==> src/tsf_pkg.sv <==
// Package for the triangle scanline span fill block.
// Holds coordinate widths, phase codes, request mode codes and the edge type.
package tsf_pkg;

   localparam int COORD_BITS = 12;
   // Internal arithmetic width: coordinate differences and accumulated errors
   // need headroom beyond the coordinate width.
   localparam int WIDE_BITS  = COORD_BITS + 4;

   typedef logic signed [COORD_BITS-1:0] coord_type;
   typedef logic signed [WIDE_BITS-1:0]  wide_type;

   typedef enum logic [2:0] {
      PH_IDLE  = 3'b001,
      PH_UPPER = 3'b010,
      PH_LOWER = 3'b100
   } phase_type;

   localparam logic REQ_LOAD = 1'b0;
   localparam logic REQ_SPAN = 1'b1;

   // Edge parameters produced by the setup unit.
   typedef struct packed {
      wide_type major;
      wide_type minor;
      logic     neg;
      logic     steep;
   } edge_type;

   // Pack the direction sign, the major/minor deltas and the steep flag of one edge.
   function automatic edge_type make_edge(wide_type dx, wide_type dy);
      edge_type e;
      wide_type mag;
      e.neg = dx[WIDE_BITS-1];
      mag = e.neg ? -dx : dx;
      if (dy > mag) begin
         e.major = dy;
         e.minor = mag;
         e.steep = 1'b1;
      end else begin
         e.major = mag;
         e.minor = dy;
         e.steep = 1'b0;
      end
      return e;
   endfunction

endpackage

==> src/triangle_scanline_span_fill_top.sv <==
// Top level of the triangle scanline span fill block: command port,
// vertex store, setup and the span sequencer driving edge walkers A and B.
// Depends on tsf_pkg and tsf_walker.
//
//   channel   handshake             payload
//   req_      start & !busy          req_mode, req_vertex_index, vertex x/y, color
//   rsp_      rsp_valid (one cycle)  span y, x start/end, color, last
//
// A load is accepted while idle; the load that completes the third vertex
// adds a sort/setup state with busy high.
// A span keeps busy high while either walker steps through its outer and inner
// states, then through the exit checks, emit, and the lower edge load at the end
// of the upper half; the span strobes the cycle after emit. Long x runs on
// shallow edges make a span take longest.
// Synchronous reset returns to idle with no vertex marked; busy stays high
// while a transaction is in flight. The receiver cannot stall results.
module triangle_scanline_span_fill_top (
   input  logic                      clock,
   input  logic                      reset,
   input  logic                      start,
   output logic                      busy,
   input  logic                      req_mode,
   input  logic [1:0]                req_vertex_index,
   input  tsf_pkg::coord_type        req_vertex_x,
   input  tsf_pkg::coord_type        req_vertex_y,
   input  logic [31:0]               req_fill_color,
   output logic                      rsp_valid,
   output tsf_pkg::coord_type        rsp_span_y,
   output tsf_pkg::coord_type        rsp_span_x_start,
   output tsf_pkg::coord_type        rsp_span_x_end,
   output logic [31:0]               rsp_span_color,
   output logic                      rsp_span_last
);

   typedef enum logic [7:0] {
      S_IDLE  = 8'b00000001,
      S_SETUP = 8'b00000010,
      S_AOUT  = 8'b00000100,  // edge A outer step
      S_AIN   = 8'b00001000,  // edge A inner error loop
      S_BOUT  = 8'b00010000,
      S_BIN   = 8'b00100000,
      S_EMIT  = 8'b01000000,
      S_LOWER = 8'b10000000
   } seq_type;

   seq_type seq_ff, seq_in;
   tsf_pkg::phase_type phase_ff, phase_in;
   logic [2:0] mask_ff, mask_in;
   tsf_pkg::wide_type vx_ff [3];
   tsf_pkg::wide_type vy_ff [3];
   logic [31:0] color_ff;
   tsf_pkg::wide_type mid_x_ff, mid_y_ff, far_x_ff, far_y_ff, row_ff, row_in;
   tsf_pkg::wide_type cnt_ff, cnt_in, a0_ff, b0_ff;
   logic signed [1:0] abump_ff, abump_in, bbump_ff, bbump_in;
   logic out_a_ff, out_a_in;
   logic resp_ff, last_ff;
   tsf_pkg::wide_type rsp_y_ff, rsp_lo_ff, rsp_hi_ff;

   // Walker controls
   logic a_load, b_load, a_add, a_sub, a_step, a_bump, b_add, b_sub, b_step, b_bump;
   tsf_pkg::edge_type a_ledge, b_ledge, a_e, b_e;
   tsf_pkg::wide_type a_lx, b_lx, a_x, b_x, a_err, b_err;
   logic a_ge, b_ge;

   tsf_walker u_wa (.clock, .load(a_load), .load_edge(a_ledge), .load_x(a_lx),
      .add_minor(a_add), .sub_major(a_sub), .step_x(a_step), .bump_x(a_bump),
      .edge_q(a_e), .x_q(a_x), .err_q(a_err), .err_ge(a_ge));
   tsf_walker u_wb (.clock, .load(b_load), .load_edge(b_ledge), .load_x(b_lx),
      .add_minor(b_add), .sub_major(b_sub), .step_x(b_step), .bump_x(b_bump),
      .edge_q(b_e), .x_q(b_x), .err_q(b_err), .err_ge(b_ge));

   // Sort network on the stored vertices (three compare-swaps)
   tsf_pkg::wide_type sx [3];
   tsf_pkg::wide_type sy [3];
   always_comb begin
      tsf_pkg::wide_type t;
      t = '0;
      for (int k = 0; k < 3; k++) begin
         sx[k] = vx_ff[k];
         sy[k] = vy_ff[k];
      end
      if (sy[0] > sy[1]) begin
         t = sy[0]; sy[0] = sy[1]; sy[1] = t; t = sx[0]; sx[0] = sx[1]; sx[1] = t;
      end
      if (sy[0] > sy[2]) begin
         t = sy[0]; sy[0] = sy[2]; sy[2] = t; t = sx[0]; sx[0] = sx[2]; sx[2] = t;
      end
      if (sy[1] > sy[2]) begin
         t = sy[1]; sy[1] = sy[2]; sy[2] = t; t = sx[1]; sx[1] = sx[2]; sx[2] = t;
      end
   end

   logic accept, ld_ok;
   assign accept = start && !busy;
   assign ld_ok = accept && req_mode == tsf_pkg::REQ_LOAD && req_vertex_index != 2'd3;
   assign busy = seq_ff != S_IDLE;

   tsf_pkg::wide_type a_dir, b_dir, nxt_row;
   assign a_dir = a_e.neg ? -tsf_pkg::wide_type'(1) : tsf_pkg::wide_type'(1);
   assign b_dir = b_e.neg ? -tsf_pkg::wide_type'(1) : tsf_pkg::wide_type'(1);
   assign nxt_row = row_ff + tsf_pkg::wide_type'(1);

   // Sequencer
   always_comb begin
      seq_in = seq_ff;
      phase_in = phase_ff;
      mask_in = mask_ff;
      row_in = row_ff;
      cnt_in = cnt_ff;
      abump_in = abump_ff;
      bbump_in = bbump_ff;
      out_a_in = out_a_ff;
      a_load = 1'b0; b_load = 1'b0;
      a_add = 1'b0; a_sub = 1'b0; a_step = 1'b0; a_bump = 1'b0;
      b_add = 1'b0; b_sub = 1'b0; b_step = 1'b0; b_bump = 1'b0;
      a_ledge = tsf_pkg::make_edge(far_x_ff - mid_x_ff, far_y_ff - mid_y_ff);
      a_lx = mid_x_ff;
      b_ledge = tsf_pkg::make_edge(sx[2] - sx[0], sy[2] - sy[0]);
      b_lx = sx[0];
      unique case (seq_ff)
         S_IDLE: begin
            if (ld_ok) begin
               phase_in = tsf_pkg::PH_IDLE;
               mask_in = mask_ff | (3'b001 << req_vertex_index);
               if ((mask_ff | (3'b001 << req_vertex_index)) == 3'b111) begin
                  mask_in = 3'b000;
                  seq_in = S_SETUP;
               end
            end else if (accept && req_mode == tsf_pkg::REQ_SPAN
                         && phase_ff != tsf_pkg::PH_IDLE) begin
               abump_in = '0;
               bbump_in = '0;
               seq_in = S_AOUT;
            end
         end
         S_SETUP: begin
            row_in = sy[0];
            cnt_in = '0;
            b_load = 1'b1;
            a_load = 1'b1;
            a_lx = sx[0];
            if (sy[0] == sy[1]) begin
               a_ledge = tsf_pkg::make_edge(sx[2] - sx[1], sy[2] - sy[1]);
               a_lx = sx[1];
               phase_in = tsf_pkg::PH_LOWER;
            end else begin
               a_ledge = tsf_pkg::make_edge(sx[1] - sx[0], sy[1] - sy[0]);
               phase_in = tsf_pkg::PH_UPPER;
            end
            seq_in = S_IDLE;
         end
         S_AOUT: begin
            if (cnt_ff < a_e.major) begin
               if (phase_ff == tsf_pkg::PH_UPPER) cnt_in = cnt_ff + tsf_pkg::wide_type'(1);
               a_add = 1'b1;
               out_a_in = 1'b0;
               seq_in = S_AIN;
            end else begin
               seq_in = S_BOUT;
            end
         end
         S_AIN: begin
            if (a_ge && !out_a_ff) begin
               a_sub = 1'b1;
               if (a_e.steep) abump_in = a_e.neg ? 2'sd3 : 2'sd1;
               else out_a_in = 1'b1;
               // lower phase leaves the inner loop after one pass
               if (phase_ff == tsf_pkg::PH_LOWER) begin
                  seq_in = S_BOUT;
               end
               if (phase_ff == tsf_pkg::PH_UPPER && a_e.steep && !(a_err - a_e.major >= a_e.major))
                  seq_in = S_BOUT;
               if (!a_e.steep) seq_in = S_BOUT;
            end else if (out_a_ff || a_e.steep) begin
               seq_in = S_BOUT;
            end else begin
               a_step = 1'b1;
               if (phase_ff == tsf_pkg::PH_LOWER) cnt_in = cnt_ff + tsf_pkg::wide_type'(1);
               seq_in = S_AOUT;
            end
         end
         S_BOUT: begin
            if (phase_ff == tsf_pkg::PH_LOWER && b_x == far_x_ff) begin
               seq_in = S_EMIT;
            end else begin
               b_add = 1'b1;
               seq_in = S_BIN;
            end
         end
         S_BIN: begin
            if (b_ge) begin
               b_sub = 1'b1;
               if (b_e.steep) bbump_in = b_e.neg ? 2'sd3 : 2'sd1;
               if (!b_e.steep || !(b_err - b_e.major >= b_e.major)) seq_in = S_EMIT;
            end else if (b_e.steep) begin
               seq_in = S_EMIT;
            end else begin
               b_step = 1'b1;
               seq_in = S_BOUT;
            end
         end
         S_EMIT: begin
            a_step = !a_e.steep;
            a_bump = abump_ff != 2'sd0;
            b_step = !b_e.steep;
            b_bump = bbump_ff != 2'sd0;
            row_in = nxt_row;
            if (phase_ff == tsf_pkg::PH_UPPER) begin
               seq_in = (nxt_row == mid_y_ff || cnt_ff >= a_e.major) ? S_LOWER : S_IDLE;
            end else begin
               seq_in = S_IDLE;
               if (nxt_row > far_y_ff || cnt_ff + tsf_pkg::wide_type'(1) > a_e.major)
                  phase_in = tsf_pkg::PH_IDLE;
               else
                  cnt_in = cnt_ff + tsf_pkg::wide_type'(1);
            end
         end
         S_LOWER: begin
            a_load = 1'b1;
            cnt_in = '0;
            phase_in = tsf_pkg::PH_LOWER;
            seq_in = S_IDLE;
         end
         default: seq_in = S_IDLE;
      endcase
   end

   // Span bounds over start and end positions of both walkers
   tsf_pkg::wide_type lo, hi;
   always_comb begin
      lo = (a0_ff < b0_ff) ? a0_ff : b0_ff;
      hi = (a0_ff < b0_ff) ? b0_ff : a0_ff;
      if (a_x < lo) lo = a_x;
      if (b_x < lo) lo = b_x;
      if (a_x > hi) hi = a_x;
      if (b_x > hi) hi = b_x;
   end

   // Control registers
   always_ff @(posedge clock) begin
      if (reset) begin
         seq_ff <= S_IDLE;
         phase_ff <= tsf_pkg::PH_IDLE;
         mask_ff <= '0;
         resp_ff <= 1'b0;
         cnt_ff <= '0;
         row_ff <= '0;
         abump_ff <= '0;
         bbump_ff <= '0;
         out_a_ff <= 1'b0;
      end else begin
         seq_ff <= seq_in;
         phase_ff <= phase_in;
         mask_ff <= mask_in;
         resp_ff <= seq_ff == S_EMIT;
         cnt_ff <= cnt_in;
         row_ff <= row_in;
         abump_ff <= abump_in;
         bbump_ff <= bbump_in;
         out_a_ff <= out_a_in;
      end
   end

   // Payload registers
   always_ff @(posedge clock) begin
      if (ld_ok && seq_ff == S_IDLE) begin
         vx_ff[req_vertex_index] <= tsf_pkg::wide_type'(req_vertex_x);
         vy_ff[req_vertex_index] <= tsf_pkg::wide_type'(req_vertex_y);
         color_ff <= req_fill_color;
      end
      if (seq_ff == S_SETUP) begin
         mid_x_ff <= sx[1]; mid_y_ff <= sy[1];
         far_x_ff <= sx[2]; far_y_ff <= sy[2];
      end
      if (seq_ff == S_IDLE) begin
         a0_ff <= a_x;
         b0_ff <= b_x;
      end
      if (seq_ff == S_EMIT) begin
         rsp_y_ff <= row_ff;
         rsp_lo_ff <= lo;
         rsp_hi_ff <= hi;
         last_ff <= phase_ff == tsf_pkg::PH_LOWER
                    && (nxt_row > far_y_ff || cnt_ff + tsf_pkg::wide_type'(1) > a_e.major);
      end
   end

   assign rsp_valid = resp_ff;
   assign rsp_span_y = rsp_y_ff[tsf_pkg::COORD_BITS-1:0];
   assign rsp_span_x_start = rsp_lo_ff[tsf_pkg::COORD_BITS-1:0];
   assign rsp_span_x_end = rsp_hi_ff[tsf_pkg::COORD_BITS-1:0];
   assign rsp_span_color = color_ff;
   assign rsp_span_last = last_ff;

endmodule

==> src/tsf_walker.sv <==
// One Bresenham edge walker: holds x, error and deltas of one edge and does
// one inner step per cycle while the sequencer drives its step controls.
// Depends on tsf_pkg.
module tsf_walker (
   input  logic                clock,
   input  logic                load,
   input  tsf_pkg::edge_type   load_edge,
   input  tsf_pkg::wide_type   load_x,
   input  logic                add_minor,
   input  logic                sub_major,
   input  logic                step_x,
   input  logic                bump_x,
   output tsf_pkg::edge_type   edge_q,
   output tsf_pkg::wide_type   x_q,
   output tsf_pkg::wide_type   err_q,
   output logic                err_ge
);

   tsf_pkg::edge_type edge_ff, edge_in;
   tsf_pkg::wide_type x_ff, x_in, err_ff, err_in, dir;

   assign dir = edge_ff.neg ? -tsf_pkg::wide_type'(1) : tsf_pkg::wide_type'(1);

   // Error and position update
   always_comb begin
      edge_in = edge_ff;
      x_in = x_ff;
      err_in = err_ff;
      if (load) begin
         edge_in = load_edge;
         x_in = load_x;
         err_in = load_edge.major >>> 1;
      end else begin
         if (add_minor) err_in = err_ff + edge_ff.minor;
         else if (sub_major) err_in = err_ff - edge_ff.major;
         if (step_x && bump_x) x_in = x_ff + dir + dir;
         else if (step_x || bump_x) x_in = x_ff + dir;
      end
   end

   always_ff @(posedge clock) begin
      edge_ff <= edge_in;
      x_ff <= x_in;
      err_ff <= err_in;
   end

   assign edge_q = edge_ff;
   assign x_q = x_ff;
   assign err_q = err_ff;
   assign err_ge = err_ff >= edge_ff.major;

endmodule

==> config.mk <==
export PLATFORM = sky130hd
export DESIGN_NAME = triangle_scanline_span_fill_top
export DESIGN_NICKNAME = d
export VERILOG_FILES = /design/src/tsf_pkg.sv /design/src/triangle_scanline_span_fill_top.sv /design/src/tsf_walker.sv
export SDC_FILE = /design/constraint.sdc
export NUM_CORES = 2
export LEC_CHECK = 0
export CORE_MARGIN = 5
export CORE_UTILIZATION = 55
export CTS_BUF_LIST = sky130_fd_sc_hd__clkbuf_16
export CTS_CLUSTER_DIAMETER = 40
export DETAILED_ROUTE_END_ITERATION = 8
export DONT_BUFFER_PORTS = 1
export PLACE_DENSITY = 0.7
export SYNTH_ARGS = -nofsm -noshare
export SYNTH_HDL_FRONTEND = slang
export SYNTH_SLANG_ARGS = --single-unit
==> constraint.sdc <==
create_clock -name clock -period 26.9 [get_ports clock]
set_input_delay 8.07 -clock clock [delete_from_list [all_inputs] [get_ports clock]]
set_output_delay 8.07 -clock clock [all_outputs]
set_load 0.05 [all_outputs]
==> results_dict.tcl <==
set metrics [dict create \
    p_clk_frac 0.298 \
    fin_hold_ws_ps 460 \
    startpoint_type "flip-flop" \
    hold_viol_final 0 \
    final_cells 5042 \
    die_x_um 268 \
    grt-ovfl-total 0 \
    worstPathMaxFanout 52 \
    ant_nets 0 \
    synthCells 4124 \
    cts_root_buffer "clkbuf_16" \
    yosysUniqueCellTypes 119 \
    cts_resized 0 \
    hpwl_mm 87.8 \
    placed_cells 4900 \
    final.setup.tns_ps 0 \
    power.total_mw 3.27 \
    nets 4641 \
    crit_arrival_ps 15600 \
    period_needed_ps 15240 \
    seq_area_frac_synth 0.317 \
    routedWlPerCell_um 22.5 \
    grt_usage 0.305 \
    initialDrtViolationCount 3127 \
    tritoncts "yes" \
    ys_ff_latch 405 \
    die_h_um 268 \
    drive_above_1_share 0.0639 \
    path_clk_slew_ps 50 \
    firstDrtPassIters 7 \
    io_pins 133 \
    synthArstFlopShare 0 \
    cts_buffers 75 \
    gp_congestion 0.978 \
    worst_pin_slew_ps 1310 \
    placed_area_mm2 0.0376 \
    post_cts_buffers 0 \
    cts-hold-fix-buffers 0 \
    core_area_mm2 0.0660 \
    p_leak_nw 17.2 \
    synth-edff-count 353 \
    timing_max_transition_violations_final 0 \
    routed-via-count 31500 \
    first_global_vias 29400 \
    synth.cell_area_mm2 0.0367 \
    h-tree-depth 3 \
    die_area_mm2 0.0721 \
    hp-class "flip-flop to flip-flop" \
    yosys.area.top_type_share 0.288 \
    required_ps 27260 \
    wl_mm 113 \
    switching_power_mw 1.37 \
    power_frac_comb 0.471 \
    rsz0062_at_grt "no" \
    dominantRegCellSynth "edfxtp_1" \
    place.port_buffers 0 \
    outcome "completed" \
    p_seq_frac 0.231 \
    grt_first_pass_wirelength_mm 171 \
    setup_viol 0 \
    clock-sinks 405 \
    yosys.area.top_type "edfxtp_1" \
    rows 94 \
    syn2layout_area_growth_pct 9.56 \
    clk_path_buf_depth 3 \
    worst-setup-path-type "flip-flop to flip-flop" \
    preCtsSetupSlack_ps 11990 \
    peakVddDrop_mv 0.0771 \
    crit_slowest_cell "nor2_4" \
    cap_viol_max_count 0 \
    fmax_mhz 65.6 \
    worst_skew_pair.late_latency_ps 630 \
    avgSynthCellArea_um2 8.91 \
    avgViaCountPerCell 6.25 \
    start_util 0.557 \
    synthTopCellsByArea "edfxtp_1 29%, ha_1 15%, a21oi_1 5.8%" \
    slowest_delay_ps 900 \
    p_int_mw 1.90 \
    powerDensity_mw_per_mm2 81.2 \
    grt_max_degree 67 \
    worst_slack_ps 11660 \
    yosys_warnings 0 \
    period_share 0.567 \
    slew_headroom 0.119 \
    fin_area_mm2 0.0403 \
    final_util 0.610 \
    skew_ps 32.6 \
    swShare 0.418 \
    drc 0 \
    antenna_found_initial 4 \
    cp-end-kind "flip-flop" \
]
[Yosys cell counts (9+ instances only)]
master and number:
a211o_1 13, a211oi_1 37, a21boi_0 15, a21o_1 93, a21oi_1 425, a221oi_1 16
a22oi_1 23, a31oi_1 33, and2_1 25, and3_1 29, and4_1 10, buf_1 19
buf_2 21, clkbuf_1 87, dfxtp_1 52, edfxtp_1 353, fa_1 12, ha_1 454
inv_1 348, mux2_2 9, mux2i_1 111, nand2_1 282, nand2b_1 70, nand3_1 60
nand3b_1 16, nand4_1 65, nor2_1 345, nor2b_1 70, nor3_1 56, nor4_1 22
o211ai_1 29, o21a_1 35, o21ai_0 228, o21ai_1 17, o21bai_1 64, o221ai_1 14
o22ai_1 47, o31ai_1 12, or3_1 22, xnor2_1 205, xor2_1 86
[per-layer routing]
layer / global-route usage / vias up / part of all wire
met1: 0.439 / 14900 / 0.44
met5: 0 / - / 0
li1: - / 15100 / -
met2: 0.470 / 1340 / 0.43
met3: 0.0583 / 191 / 0.095
met4: 0.0912 / 0 / 0.029
[critical path: cells and delay by family (launching register included)]
family,cells,cell delay (ps)
AO/OA/AOI/OAI,27,7490
XOR/XNOR,1,250
adder cells (fa/ha/maj),5,1630
buffers and inverters,3,1200
flip-flops,1,430
multiplexers,3,900
AND/OR/NAND/NOR,15,3040
[flip-flops by register name (all words and copies together) (netlist names), 16 cells and up]
| name | count |
|---|---|
| u_wa.err_q | 16 |
| row_ff | 16 |
| u_wb.err_q | 16 |
| b0_ff | 16 |
| vx_ff | 36 |
| cnt_ff | 16 |
| a0_ff | 16 |
| u_wb.x_q | 16 |
| rsp_span_color | 32 |
| u_wb.edge_q | 34 |
| u_wa.x_q | 16 |
| u_wa.edge_q | 34 |
| vy_ff | 36 |
[layout make-up]
class	count	area (um^2)
antenna	2	5.00
clock buffer	77	1930
clock inverter	63	694
fill	5627	25700
inverter	351	1320
multi-input combinational	3232	23200
sequential	405	11600
tap	864	1080
timing repair buffer	48	360
[cell families after synthesis]
logic type,after synthesis,share of synthesized area
xor gates and xnor gates,297,0.0727
DFF,405,0.317
muxes,125,0.0356
and+or+nand+nor,1114,0.147
AOI/OAI and AO/OA,1219,0.212
other,1,0.000102
buffers and inverters,494,0.0535
adders and majority gates,469,0.162
[placed cells by master, fill, tap and decap left out, types with 65 or more instances in the layout]
| cell | n |
|---|---|
| clkbuf_16 | 77 |
| nand4_1 | 65 |
| xor2_1 | 86 |
| xnor2_1 | 205 |
| ha_1 | 454 |
| nor2b_1 | 70 |
| inv_1 | 355 |
| a21o_1 | 92 |
| a21oi_1 | 424 |
| mux2i_1 | 110 |
| nor2_1 | 343 |
| nand2b_1 | 70 |
| o21ai_0 | 227 |
| edfxtp_1 | 353 |
| nand2_1 | 282 |
[power by group through the flow]
stage	clock network, mW	registers (mW)	logic [mW]
after global placement	0	0.768	1.48
after global routing	1.02	0.757	1.67
after detailed placement	0	0.768	1.50
final	0.974	0.756	1.54
after floorplan	0	0.764	1.12
after CTS	0.984	0.756	1.51
[path summary, 6_finish.rpt]
check,startpoint,end,slack (ps),depth (start not counted)
setup reg to reg,vy_ff[0][1]$_DFFE_PP_,u_wb.err_q[10]$_DFFE_PP_,11660,54
hold / removal,mask_ff[0]$_SDFFE_PP0P_,mask_ff[0]$_SDFFE_PP0P_,460,1
setup / recovery,vy_ff[0][1]$_DFFE_PP_,u_wb.err_q[10]$_DFFE_PP_,11660,54
hold reg to reg,mask_ff[0]$_SDFFE_PP0P_,mask_ff[0]$_SDFFE_PP0P_,460,1
No activity file was read; power rests on OpenSTA's default activity.
